===== config.mk =====
export PLATFORM = sky130hd
export DESIGN_NAME = key_matrix_scan_report_unit_flat
export DESIGN_NICKNAME = d
export VERILOG_FILES = /design/src/kmsr_pkg.sv /design/src/kmsr_in_if.sv /design/src/kmsr_out_if.sv /design/src/kmsr_ram.sv /design/src/kmsr_debounce.sv /design/src/kmsr_report.sv /design/src/key_matrix_scan_report_unit.sv /design/src/flat_wrapper.sv
export SDC_FILE = /design/constraint.sdc
export NUM_CORES = 1
export LEC_CHECK = 0
export BUFFER_PORTS_ARGS = -buffer_cell sky130_fd_sc_hd__buf_4
export CORE_MARGIN = 1.5
export CORE_UTILIZATION = 43
export DETAILED_ROUTE_END_ITERATION = 10
export GPL_ROUTABILITY_DRIVEN = 0
export SLEW_MARGIN = 40
export SYNTH_ARGS = -nofsm -noshare
export SYNTH_HDL_FRONTEND = slang
export SYNTH_SLANG_ARGS = --single-unit

===== constraint.sdc =====
create_clock -name clk -period 3.6 [get_ports clk]
set_input_delay 0 -clock clk [delete_from_list [all_inputs] [get_ports clk]]
set_output_delay 0 -clock clk [all_outputs]
set_load 0.03 [all_outputs]

===== src/kmsr_pkg.sv =====
`timescale 1ns / 1ps

package kmsr_pkg;

	localparam int ROWS    = 6;
	localparam int COLUMNS = 10;
	localparam int CELLS   = ROWS * COLUMNS;
	localparam int ROW_W   = 3;
	localparam int COL_W   = 4;
	localparam int CELL_W  = $clog2(CELLS);
	localparam int BYTE_W  = 8;

	localparam logic [ROW_W-1:0] ROW_LIMIT = ROW_W'(ROWS);
	localparam logic [COL_W-1:0] COL_LIMIT = COL_W'(COLUMNS);
	localparam logic [ROW_W-1:0] LAST_ROW  = ROW_W'(ROWS - 1);
	localparam logic [COL_W-1:0] LAST_COL  = COL_W'(COLUMNS - 1);

	typedef logic [BYTE_W-1:0] byte_t;
	typedef logic [CELL_W-1:0] cell_t;

	typedef struct packed {
		logic [ROW_W-1:0] row_index;
		logic [COL_W-1:0] column_index;
		logic             first_read;
		logic             second_read;
	} sample_t;

	typedef struct packed {
		byte_t modifier_bits;
		byte_t key_code;
	} report_t;

	typedef enum logic [1:0] {
		ROLE_KEY,
		ROLE_MOD,
		ROLE_LAYER,
		ROLE_NONE
	} role_t;

	localparam byte_t BASE_MAP [CELLS] = '{
		8'h50, 8'h51, 8'h4F, 8'h52, 8'h00, 8'h29, 8'h76, 8'h28, 8'h2A, 8'hBB,
		8'h1E, 8'h1F, 8'h20, 8'h21, 8'h22, 8'h23, 8'h24, 8'h25, 8'h26, 8'h27,
		8'h14, 8'h1A, 8'h08, 8'h15, 8'h17, 8'h1C, 8'h18, 8'h0C, 8'h12, 8'h2A,
		8'h04, 8'h16, 8'h07, 8'h09, 8'h0A, 8'h0B, 8'h0D, 8'h0E, 8'h0F, 8'h13,
		8'h1D, 8'h1B, 8'h06, 8'h19, 8'h05, 8'h11, 8'h10, 8'h36, 8'h37, 8'h28,
		8'h02, 8'h2B, 8'h04, 8'h01, 8'h2C, 8'h2C, 8'h10, 8'h40, 8'h94, 8'h20
	};

	localparam byte_t LAYER_KEY_MAP [CELLS] = '{
		8'h00, 8'h00, 8'h00, 8'h00, 8'h00, 8'h29, 8'h00, 8'h00, 8'h00, 8'h00,
		8'h3A, 8'h3B, 8'h3C, 8'h3D, 8'h3E, 8'h3F, 8'h40, 8'h41, 8'h42, 8'h43,
		8'h00, 8'h00, 8'h00, 8'h35, 8'h35, 8'h2D, 8'h2E, 8'h2D, 8'h2E, 8'h00,
		8'h00, 8'h00, 8'h00, 8'h2F, 8'h30, 8'h2F, 8'h30, 8'h31, 8'h31, 8'h00,
		8'h00, 8'h00, 8'h00, 8'h33, 8'h33, 8'h34, 8'h34, 8'h38, 8'h38, 8'h00,
		8'h00, 8'h00, 8'h00, 8'h00, 8'h00, 8'h00, 8'h00, 8'h00, 8'h00, 8'h00
	};

	localparam byte_t LAYER_MOD_MAP [CELLS] = '{
		8'h00, 8'h00, 8'h00, 8'h00, 8'h00, 8'h00, 8'h00, 8'h00, 8'h00, 8'h00,
		8'h00, 8'h00, 8'h00, 8'h00, 8'h00, 8'h00, 8'h00, 8'h00, 8'h00, 8'h00,
		8'h00, 8'h00, 8'h00, 8'h00, 8'h00, 8'h02, 8'h00, 8'h00, 8'h02, 8'h00,
		8'h00, 8'h00, 8'h00, 8'h00, 8'h00, 8'h02, 8'h02, 8'h00, 8'h02, 8'h00,
		8'h00, 8'h00, 8'h00, 8'h00, 8'h02, 8'h00, 8'h02, 8'h00, 8'h02, 8'h00,
		8'h00, 8'h00, 8'h00, 8'h00, 8'h00, 8'h00, 8'h00, 8'h00, 8'h00, 8'h00
	};

	function automatic logic in_range(input sample_t s);
		return (s.row_index < ROW_LIMIT) && (s.column_index < COL_LIMIT);
	endfunction

	function automatic cell_t cell_of(input sample_t s);
		return CELL_W'(32'(s.row_index) * COLUMNS + 32'(s.column_index));
	endfunction

	function automatic logic is_report_cell(input sample_t s);
		return (s.row_index == LAST_ROW) && (s.column_index == LAST_COL);
	endfunction

	function automatic role_t bottom_role(input logic [COL_W-1:0] col);
		role_t role;
		case (col)
			4'd2, 4'd3, 4'd6, 4'd7, 4'd9: role = ROLE_MOD;
			4'd0:                         role = ROLE_LAYER;
			4'd8:                         role = ROLE_NONE;
			default:                      role = ROLE_KEY;
		endcase
		return role;
	endfunction

endpackage


===== src/kmsr_in_if.sv =====
`timescale 1ns / 1ps

interface kmsr_in_if;
	logic                         valid;
	logic                         ready;
	logic [kmsr_pkg::ROW_W-1:0]   row_index;
	logic [kmsr_pkg::COL_W-1:0]   column_index;
	logic                         first_read;
	logic                         second_read;

	modport source (
		output valid, row_index, column_index, first_read, second_read,
		input  ready
	);
	modport sink (
		input  valid, row_index, column_index, first_read, second_read,
		output ready
	);
endinterface


===== src/kmsr_out_if.sv =====
`timescale 1ns / 1ps

interface kmsr_out_if;
	logic                  valid;
	logic                  ready;
	kmsr_pkg::byte_t       modifier_bits;
	kmsr_pkg::byte_t       key_code;

	modport source (
		output valid, modifier_bits, key_code,
		input  ready
	);
	modport sink (
		input  valid, modifier_bits, key_code,
		output ready
	);
endinterface


===== src/kmsr_ram.sv =====
`timescale 1ns / 1ps

module kmsr_ram #(
	parameter int WIDTH = 1,
	parameter int DEPTH = 64
) (
	input  logic                     clk,
	input  logic                     we,
	input  logic [$clog2(DEPTH)-1:0] waddr,
	input  logic [WIDTH-1:0]         wdata,
	input  logic                     re,
	input  logic [$clog2(DEPTH)-1:0] raddr,
	output logic [WIDTH-1:0]         rdata
);

	logic [WIDTH-1:0] mem_q [DEPTH];

	always_ff @(posedge clk) begin
		if (we) begin
			mem_q[waddr] <= wdata;
		end
		if (re) begin
			rdata <= mem_q[raddr];
		end
	end

endmodule


===== src/kmsr_debounce.sv =====
`timescale 1ns / 1ps

module kmsr_debounce (
	input  logic                clk,
	input  logic                arst_n,
	input  logic                rd_en,
	input  kmsr_pkg::cell_t     rd_cell,
	input  logic                wr_en,
	input  kmsr_pkg::cell_t     wr_cell,
	input  logic                first_read,
	input  logic                second_read,
	output logic                pressed
);

	logic [kmsr_pkg::CELLS-1:0] written_q;
	logic                       ram_rd;
	logic                       byp_q;
	logic                       byp_bit_q;
	logic                       old_bit;

	kmsr_ram #(
		.WIDTH (1),
		.DEPTH (kmsr_pkg::CELLS)
	) u_state_ram (
		.clk   (clk),
		.we    (wr_en),
		.waddr (wr_cell),
		.wdata (pressed),
		.re    (rd_en),
		.raddr (rd_cell),
		.rdata (ram_rd)
	);

	always_comb begin
		if (byp_q) begin
			old_bit = byp_bit_q;
		end else begin
			old_bit = written_q[wr_cell] & ram_rd;
		end
		if (first_read == second_read) begin
			pressed = ~first_read;
		end else begin
			pressed = old_bit;
		end
	end

	// forward a write that lands in the same cycle as the read of that cell
	always_ff @(posedge clk or negedge arst_n) begin
		if (!arst_n) begin
			written_q <= '0;
			byp_q     <= 1'b0;
		end else begin
			if (wr_en) begin
				written_q[wr_cell] <= 1'b1;
			end
			if (rd_en) begin
				byp_q <= wr_en && (rd_cell == wr_cell);
			end
		end
	end

	always_ff @(posedge clk) begin
		if (rd_en) begin
			byp_bit_q <= pressed;
		end
	end

endmodule


===== src/kmsr_report.sv =====
`timescale 1ns / 1ps

module kmsr_report (
	input  logic                clk,
	input  logic                arst_n,
	input  logic                fire,
	input  logic                pressed,
	input  kmsr_pkg::sample_t   sample,
	input  kmsr_pkg::cell_t     cell_idx,
	output kmsr_pkg::report_t   rpt
);

	kmsr_pkg::byte_t mod_q;
	kmsr_pkg::byte_t key_q;
	logic            layer_q;
	kmsr_pkg::byte_t mod_n;
	kmsr_pkg::byte_t key_n;
	logic            layer_n;

	always_comb begin
		mod_n   = mod_q;
		key_n   = key_q;
		layer_n = layer_q;
		if (pressed) begin
			if (sample.row_index == kmsr_pkg::LAST_ROW) begin
				case (kmsr_pkg::bottom_role(sample.column_index))
					kmsr_pkg::ROLE_MOD:   mod_n   = kmsr_pkg::BASE_MAP[cell_idx];
					kmsr_pkg::ROLE_LAYER: layer_n = 1'b1;
					kmsr_pkg::ROLE_KEY:   key_n   = kmsr_pkg::BASE_MAP[cell_idx];
					default: ;
				endcase
			end else if (!layer_q) begin
				key_n = kmsr_pkg::BASE_MAP[cell_idx];
			end else begin
				mod_n   = kmsr_pkg::LAYER_MOD_MAP[cell_idx];
				key_n   = kmsr_pkg::LAYER_KEY_MAP[cell_idx];
				layer_n = 1'b0;
			end
		end
	end

	assign rpt.modifier_bits = mod_n;
	assign rpt.key_code      = key_n;

	always_ff @(posedge clk or negedge arst_n) begin
		if (!arst_n) begin
			mod_q   <= '0;
			key_q   <= '0;
			layer_q <= 1'b0;
		end else if (fire) begin
			layer_q <= layer_n;
			if (kmsr_pkg::is_report_cell(sample)) begin
				mod_q <= '0;
				key_q <= '0;
			end else begin
				mod_q <= mod_n;
				key_q <= key_n;
			end
		end
	end

endmodule


===== src/key_matrix_scan_report_unit.sv =====
`timescale 1ns / 1ps
// Debounced 6x10 key matrix scanner that builds one keyboard report per scan.
// sample: one matrix cell per beat (row, column, two reads of the row line, low
//   means closed). Cells outside the matrix are dropped without effect.
// report: one beat per pass over the last cell of the bottom row, carrying the
//   modifier byte and key code gathered since the previous report.
// Throughput: one sample per cycle unless sample.ready drops (see Stall), set by
//   a one-read one-write state RAM read at accept and written back from the sample stage with a forwarding path.
// Pipeline: a report beat comes from its sample through the sample register,
//   then the report register.
// Reset: all keys read as released, pending bytes and the layer are cleared;
//   no RAM sweep is needed, per-cell written flags mask stale contents.
// Stall: a held report beat does not block samples that produce no report;
//   sample.ready drops only when a second report cell waits behind a held
//   report beat.
module key_matrix_scan_report_unit (
	input  logic          clk,
	input  logic          arst_n,
	kmsr_in_if.sink       sample,
	kmsr_out_if.source    report
);

	kmsr_pkg::sample_t smp_in;
	kmsr_pkg::sample_t smp_s1;
	logic              vld_s1;
	logic              accept;
	logic              fire_s1;
	logic              hit_s1;
	logic              rpt_s1;
	logic              pressed_s1;
	kmsr_pkg::cell_t   cell_s1;
	kmsr_pkg::report_t rpt_next;
	logic              out_vld_q;
	kmsr_pkg::report_t out_q;

	assign smp_in.row_index    = sample.row_index;
	assign smp_in.column_index = sample.column_index;
	assign smp_in.first_read   = sample.first_read;
	assign smp_in.second_read  = sample.second_read;

	assign hit_s1  = vld_s1 && kmsr_pkg::in_range(smp_s1);
	assign rpt_s1  = hit_s1 && kmsr_pkg::is_report_cell(smp_s1);
	assign fire_s1 = vld_s1 && (!rpt_s1 || !out_vld_q || report.ready);
	assign cell_s1 = kmsr_pkg::cell_of(smp_s1);

	assign sample.ready = !vld_s1 || fire_s1;
	assign accept       = sample.valid && sample.ready;

	always_ff @(posedge clk or negedge arst_n) begin
		if (!arst_n) begin
			vld_s1 <= 1'b0;
		end else if (sample.ready) begin
			vld_s1 <= sample.valid;
		end
	end

	always_ff @(posedge clk) begin
		if (accept) begin
			smp_s1 <= smp_in;
		end
	end

	kmsr_debounce u_debounce (
		.clk         (clk),
		.arst_n      (arst_n),
		.rd_en       (accept && kmsr_pkg::in_range(smp_in)),
		.rd_cell     (kmsr_pkg::cell_of(smp_in)),
		.wr_en       (fire_s1 && hit_s1),
		.wr_cell     (cell_s1),
		.first_read  (smp_s1.first_read),
		.second_read (smp_s1.second_read),
		.pressed     (pressed_s1)
	);

	kmsr_report u_report (
		.clk      (clk),
		.arst_n   (arst_n),
		.fire     (fire_s1 && hit_s1),
		.pressed  (pressed_s1),
		.sample   (smp_s1),
		.cell_idx (cell_s1),
		.rpt      (rpt_next)
	);

	always_ff @(posedge clk or negedge arst_n) begin
		if (!arst_n) begin
			out_vld_q <= 1'b0;
		end else if (fire_s1 && rpt_s1) begin
			out_vld_q <= 1'b1;
		end else if (report.ready) begin
			out_vld_q <= 1'b0;
		end
	end

	always_ff @(posedge clk) begin
		if (fire_s1 && rpt_s1) begin
			out_q <= rpt_next;
		end
	end

	assign report.valid         = out_vld_q;
	assign report.modifier_bits = out_q.modifier_bits;
	assign report.key_code      = out_q.key_code;

	a_report_source: assert property (@(posedge clk) disable iff (!arst_n)
		$rose(out_vld_q) |-> $past(fire_s1 && rpt_s1))
		else $error("report beat without a report cell");

	a_ready_stall: assert property (@(posedge clk) disable iff (!arst_n)
		!sample.ready |-> (vld_s1 && rpt_s1 && out_vld_q && !report.ready))
		else $error("sample stalled without a blocked report");

	a_no_overwrite: assert property (@(posedge clk) disable iff (!arst_n)
		(fire_s1 && rpt_s1) |-> (!out_vld_q || report.ready))
		else $error("held report beat overwritten");

endmodule


===== src/flat_wrapper.sv =====
// flat-port wrapper written by rule: the top's interface ports become plain ports
module key_matrix_scan_report_unit_flat 
  (clk, arst_n, sample_valid, sample_row_index, sample_column_index, sample_first_read, sample_second_read, sample_ready, report_valid, report_modifier_bits, report_key_code, report_ready);
  kmsr_in_if sample_i ();
  kmsr_out_if report_i ();
  input  logic clk;
  input  logic arst_n;
  input wire logic [$bits(sample_i.valid)-1:0] sample_valid;
  input wire logic [$bits(sample_i.row_index)-1:0] sample_row_index;
  input wire logic [$bits(sample_i.column_index)-1:0] sample_column_index;
  input wire logic [$bits(sample_i.first_read)-1:0] sample_first_read;
  input wire logic [$bits(sample_i.second_read)-1:0] sample_second_read;
  output wire logic [$bits(sample_i.ready)-1:0] sample_ready;
  output wire logic [$bits(report_i.valid)-1:0] report_valid;
  output wire logic [$bits(report_i.modifier_bits)-1:0] report_modifier_bits;
  output wire logic [$bits(report_i.key_code)-1:0] report_key_code;
  input wire logic [$bits(report_i.ready)-1:0] report_ready;
  assign sample_i.valid = sample_valid;
  assign sample_i.row_index = sample_row_index;
  assign sample_i.column_index = sample_column_index;
  assign sample_i.first_read = sample_first_read;
  assign sample_i.second_read = sample_second_read;
  assign sample_ready = sample_i.ready;
  assign report_valid = report_i.valid;
  assign report_modifier_bits = report_i.modifier_bits;
  assign report_key_code = report_i.key_code;
  assign report_i.ready = report_ready;
  key_matrix_scan_report_unit u_core (.clk(clk), .arst_n(arst_n), .sample(sample_i), .report(report_i));
endmodule

==> flow_summary.yaml <==
critical_path:
  worstSetupPathType: "reg2reg"
  r2r_slack_ps: 130
  cpMaxStageDelayCell: "nor2_1"
  worstPathRequired_ps: 3850
  end_kind: "flop"
  max_stage_delay_ps: 560
  startpoint_type: "flop"
  crit_fanout: 27
  crit_arrival_ps: 3720
  crit_top_cell: "buf_4"
  crit_path_cell_trace: "buf_4 -> buf_4 -> inv_1 -> nor2_1 -> o22ai_1 -> a311o_1 -> nor4_1 -> a21oi_1 -> o21ai_0"
power_and_ir_drop:
  pwr_density_cell_nw_per_um2: 641
  p_switching_mw: 2.30
  power.share.combinational_pct: 34.4
  p_seq_share_pct: 38.9
  power_mw: 6.72
  irDropWorstVdd_uv: 374
  netSwitchingFraction_pct: 34.2
  intPower_mw: 4.42
  power.leakage_nw: 4.29
  clockPowerShare_pct: 26.7
synth:
  synthAdderAreaFrac_pct: 2.07
  synthArstFlopShare_pct: 47.9
  synth_top_family_by_area: "simple AND/OR/NAND/NOR gates"
  synthTopCellsByArea: "edfxtp_1 30%, dfrtp_1 23%, mux4_2 8.8%, or2_2 4.3%, nor2_1 4.1%"
  synth_edf_count: 87
  synth_top_cells_by_count: "95 x nor2_1, 87 x edfxtp_1, 80 x dfrtp_1, 63 x nand2_1, 60 x or2_2"
  syn_area_um2: 8660
  syn_nets: 786
  synth-seq-cells: 167
  synth_ff_type: "edfxtp_1"
  synth_cell_types: 72
  synthCells: 761
  ys_seq_area_share_pct: 53.3
  yosys.area_share.simple_pct: 15.8
  yosysTopAreaCellShare_pct: 30.2
  synth_compound_area_share_pct: 14.6
  synth_most_common_cell: "nor2_1"
  synth-xor-area-share_pct: 1.83
  synth_area_per_cell_um2: 11.4
  yosysTopAreaCell: "edfxtp_1"
  synth.area.mux_share_pct: 9.78
  synth_warnings: 0
cts:
  clock_sinks: 167
  h-tree-depth: 4
  cts_buffer_depth: 2
  numCtsBuffers: 17
  path_clk_slew_ps: 70
  root_buffer: "clkbuf_16"
  clock_latency_ps: 440
  cts_tree: "yes"
route:
  wirelength_um: 24200
  drt_drc_violations_left: 0
  vias: 6855
  vias_per_cell: 5.99
  wire_per_inst_um: 21.2
  postRouteAntennaNets: 0
  firstDrtPassIters: 6
  first_iter_violations: 927
global_route:
  antenna_found_initial: 0
  grtUsageTotal_pct: 23.8
  use_met2_pct: 39.7
  grt_start_max_net_pins: 62
  grt_use_met1_pct: 30.0
  grt.busiest_layer: "met2"
  grt_pass1_vias: 6985
  grtUsageMet3_pct: 3.96
  overflow: 0
  grt_pass1_wl_um: 38600
floorplan:
  die-height_um: 145
  io_pins: 31
  fp.coreArea_um2: 19600
  die_w_um: 145
  start_util_pct: 44.2
  dieArea_um2: 21000
  rows: 51
timing:
  hold_viol_final: 0
  tightest_slew_ps: 707
  setup_viol_count_final: 0
  maxSlewViolCount: 0
  fin_crit_ps: 3470
  slew-limit-headroom_pct: 52.9
  postLayoutSetupSlackWorst_ps: 130
  rsz0062_at_grt: "no"
  clock.fmax_mhz: 288
  skew_ps: 12.8
  timing.hold.ws_ps: 13.0
  fin_crit_sh_pct: 96.4
  setup_tns_ps: 0
final_layout:
  area_delta_synth_final_pct: 21.1
  drive_gt1_share_pct: 30.2
  layoutNonFillerInstCount: 1145
  fin_nets: 892
  antenna_cells: 0
worst_hold_path:
  hold_path.class: "in2reg"
status:
  status: "finished clean"
placed_design:
  portBuffers: 30
  hpwl_um: 16800
  dp_cells: 1094
  pre_cts_ws_ps: -44.1
flow_run:
  cap_violations: 0
[worst max-delay path, delay by kind of cell (launching register included)]
kind	cells	cell delay, ps
buffers and inverters	3	950
and+or+nand+nor	2	900
AOI/OAI and AO/OA	4	900
DFF	1	530
[placed cells by master, fill, tap and decap left out, types with 6 or more instances in the layout]
| master | instances |
|---|---|
| and3_1 | 6 |
| a21o_1 | 8 |
| nand3_1 | 25 |
| o22ai_1 | 7 |
| o21ai_0 | 33 |
| a31oi_1 | 7 |
| mux4_2 | 34 |
| clkbuf_16 | 17 |
| a21oi_1 | 43 |
| inv_1 | 14 |
| inv_6 | 6 |
| or2_2 | 60 |
| ha_1 | 8 |
| xnor2_1 | 8 |
| buf_4 | 110 |
| dfrtp_1 | 80 |
| nor2_1 | 93 |
| xor2_1 | 6 |
| edfxtp_1 | 87 |
| nand2_1 | 63 |
| o31ai_1 | 6 |
| a22oi_1 | 8 |
| dlygate4sd3_1 | 12 |
| mux2i_1 | 7 |
| a22o_1 | 11 |
[layer usage]
| layer | vias up | part of all wire, % |
|---|---|---|
| li1 | 3071 | - |
| met1 | 3386 | 40 |
| met2 | 316 | 50 |
| met3 | 82 | 6.1 |
| met4 | 0 | 3.8 |
| met5 | - | 0 |
[cell type report]
| cell class | instances | area (um2) |
|---|---|---|
| repair buffers | 125 | 1010 |
| inverters | 15 | 61.3 |
| well taps | 265 | 332 |
| fillers | 1670 | 9100 |
| clock buffers | 20 | 447 |
| flip-flops and latches | 167 | 4610 |
| multi-input cells | 541 | 3900 |
| clock inverters | 12 | 124 |
[final timing paths]
| kind | depth (start not counted) | startpoint | to |
|---|---|---|---|
| setup / recovery | 9 | u_core.smp_s1[2]$_DFFE_PP_ | u_core.report.key_code[5]$_DFFE_PP_ |
| hold / removal | 1 | sample_column_index[0] | u_core.smp_s1[2]$_DFFE_PP_ |
| setup reg to reg | 9 | u_core.smp_s1[2]$_DFFE_PP_ | u_core.report.key_code[5]$_DFFE_PP_ |
| hold reg to reg | 1 | u_core.u_debounce.written_q[32]$_DFFE_PN0P_ | u_core.u_debounce.written_q[32]$_DFFE_PN0P_ |
| max in group asynchronous | 3 | arst_n | u_core.u_report.mod_q[1]$_DFFE_PN0P_ |
| min in group asynchronous | 2 | arst_n | u_core.u_debounce.written_q[34]$_DFFE_PN0P_ |
[logic make-up after synthesis]
kind of cell,Yosys count
buf+inv,53
fa+ha+maj,13
mux,42
compound gates,185
simple gates,285
flops,167
xor+xnor,16
[power by group through the flow]
stage,logic (mW),registers [mW],clock network (mW)
2_1_floorplan,1.42,2.60,0
3_3_place_gp,2.17,2.62,0
3_5_place_dp,2.21,2.65,0
4_1_cts,2.24,2.61,1.83
5_1_grt,2.49,2.66,1.90
6_report,2.31,2.61,1.80
[registers in the layout, indices dropped and copies added, names as in the netlist]
register / count
u_core.u_report.key_q: 8
u_core.u_debounce.written_q: 60
u_core.report.key_code: 8
u_core.smp_s1: 9
u_core.vld_s1: 1
u_core.u_debounce.u_state_ram.rdata: 1
u_core.u_debounce.byp_q: 1
u_core.report.modifier_bits: 8
u_core.u_report.mod_q: 8
u_core.u_report.layer_q: 1
u_core.u_debounce.byp_bit_q: 1
u_core.u_debounce.u_state_ram.mem_q: 60
u_core.report.valid: 1
[what timing repair did]
action                                  CTS  global route
hold buffers                             12             0
endpoints found under the setup margin   20            93
setup buffers                             0             7
pin swaps                                 0             4
endpoints found under the hold margin    53             0
resized for setup                         5            14
[per-stage QoR]
stage / util, % / cell area [um2]
2_1_floorplan: - / 8670
3_3_place_gp: 49.3 / 9660
5_1_grt: 53.5 / 10500
3_5_place_dp: 49.3 / 9660
4_1_cts: 52.9 / 10400
6_report: 53.5 / 10500
Note: power is estimated with default switching activity, not from simulation.
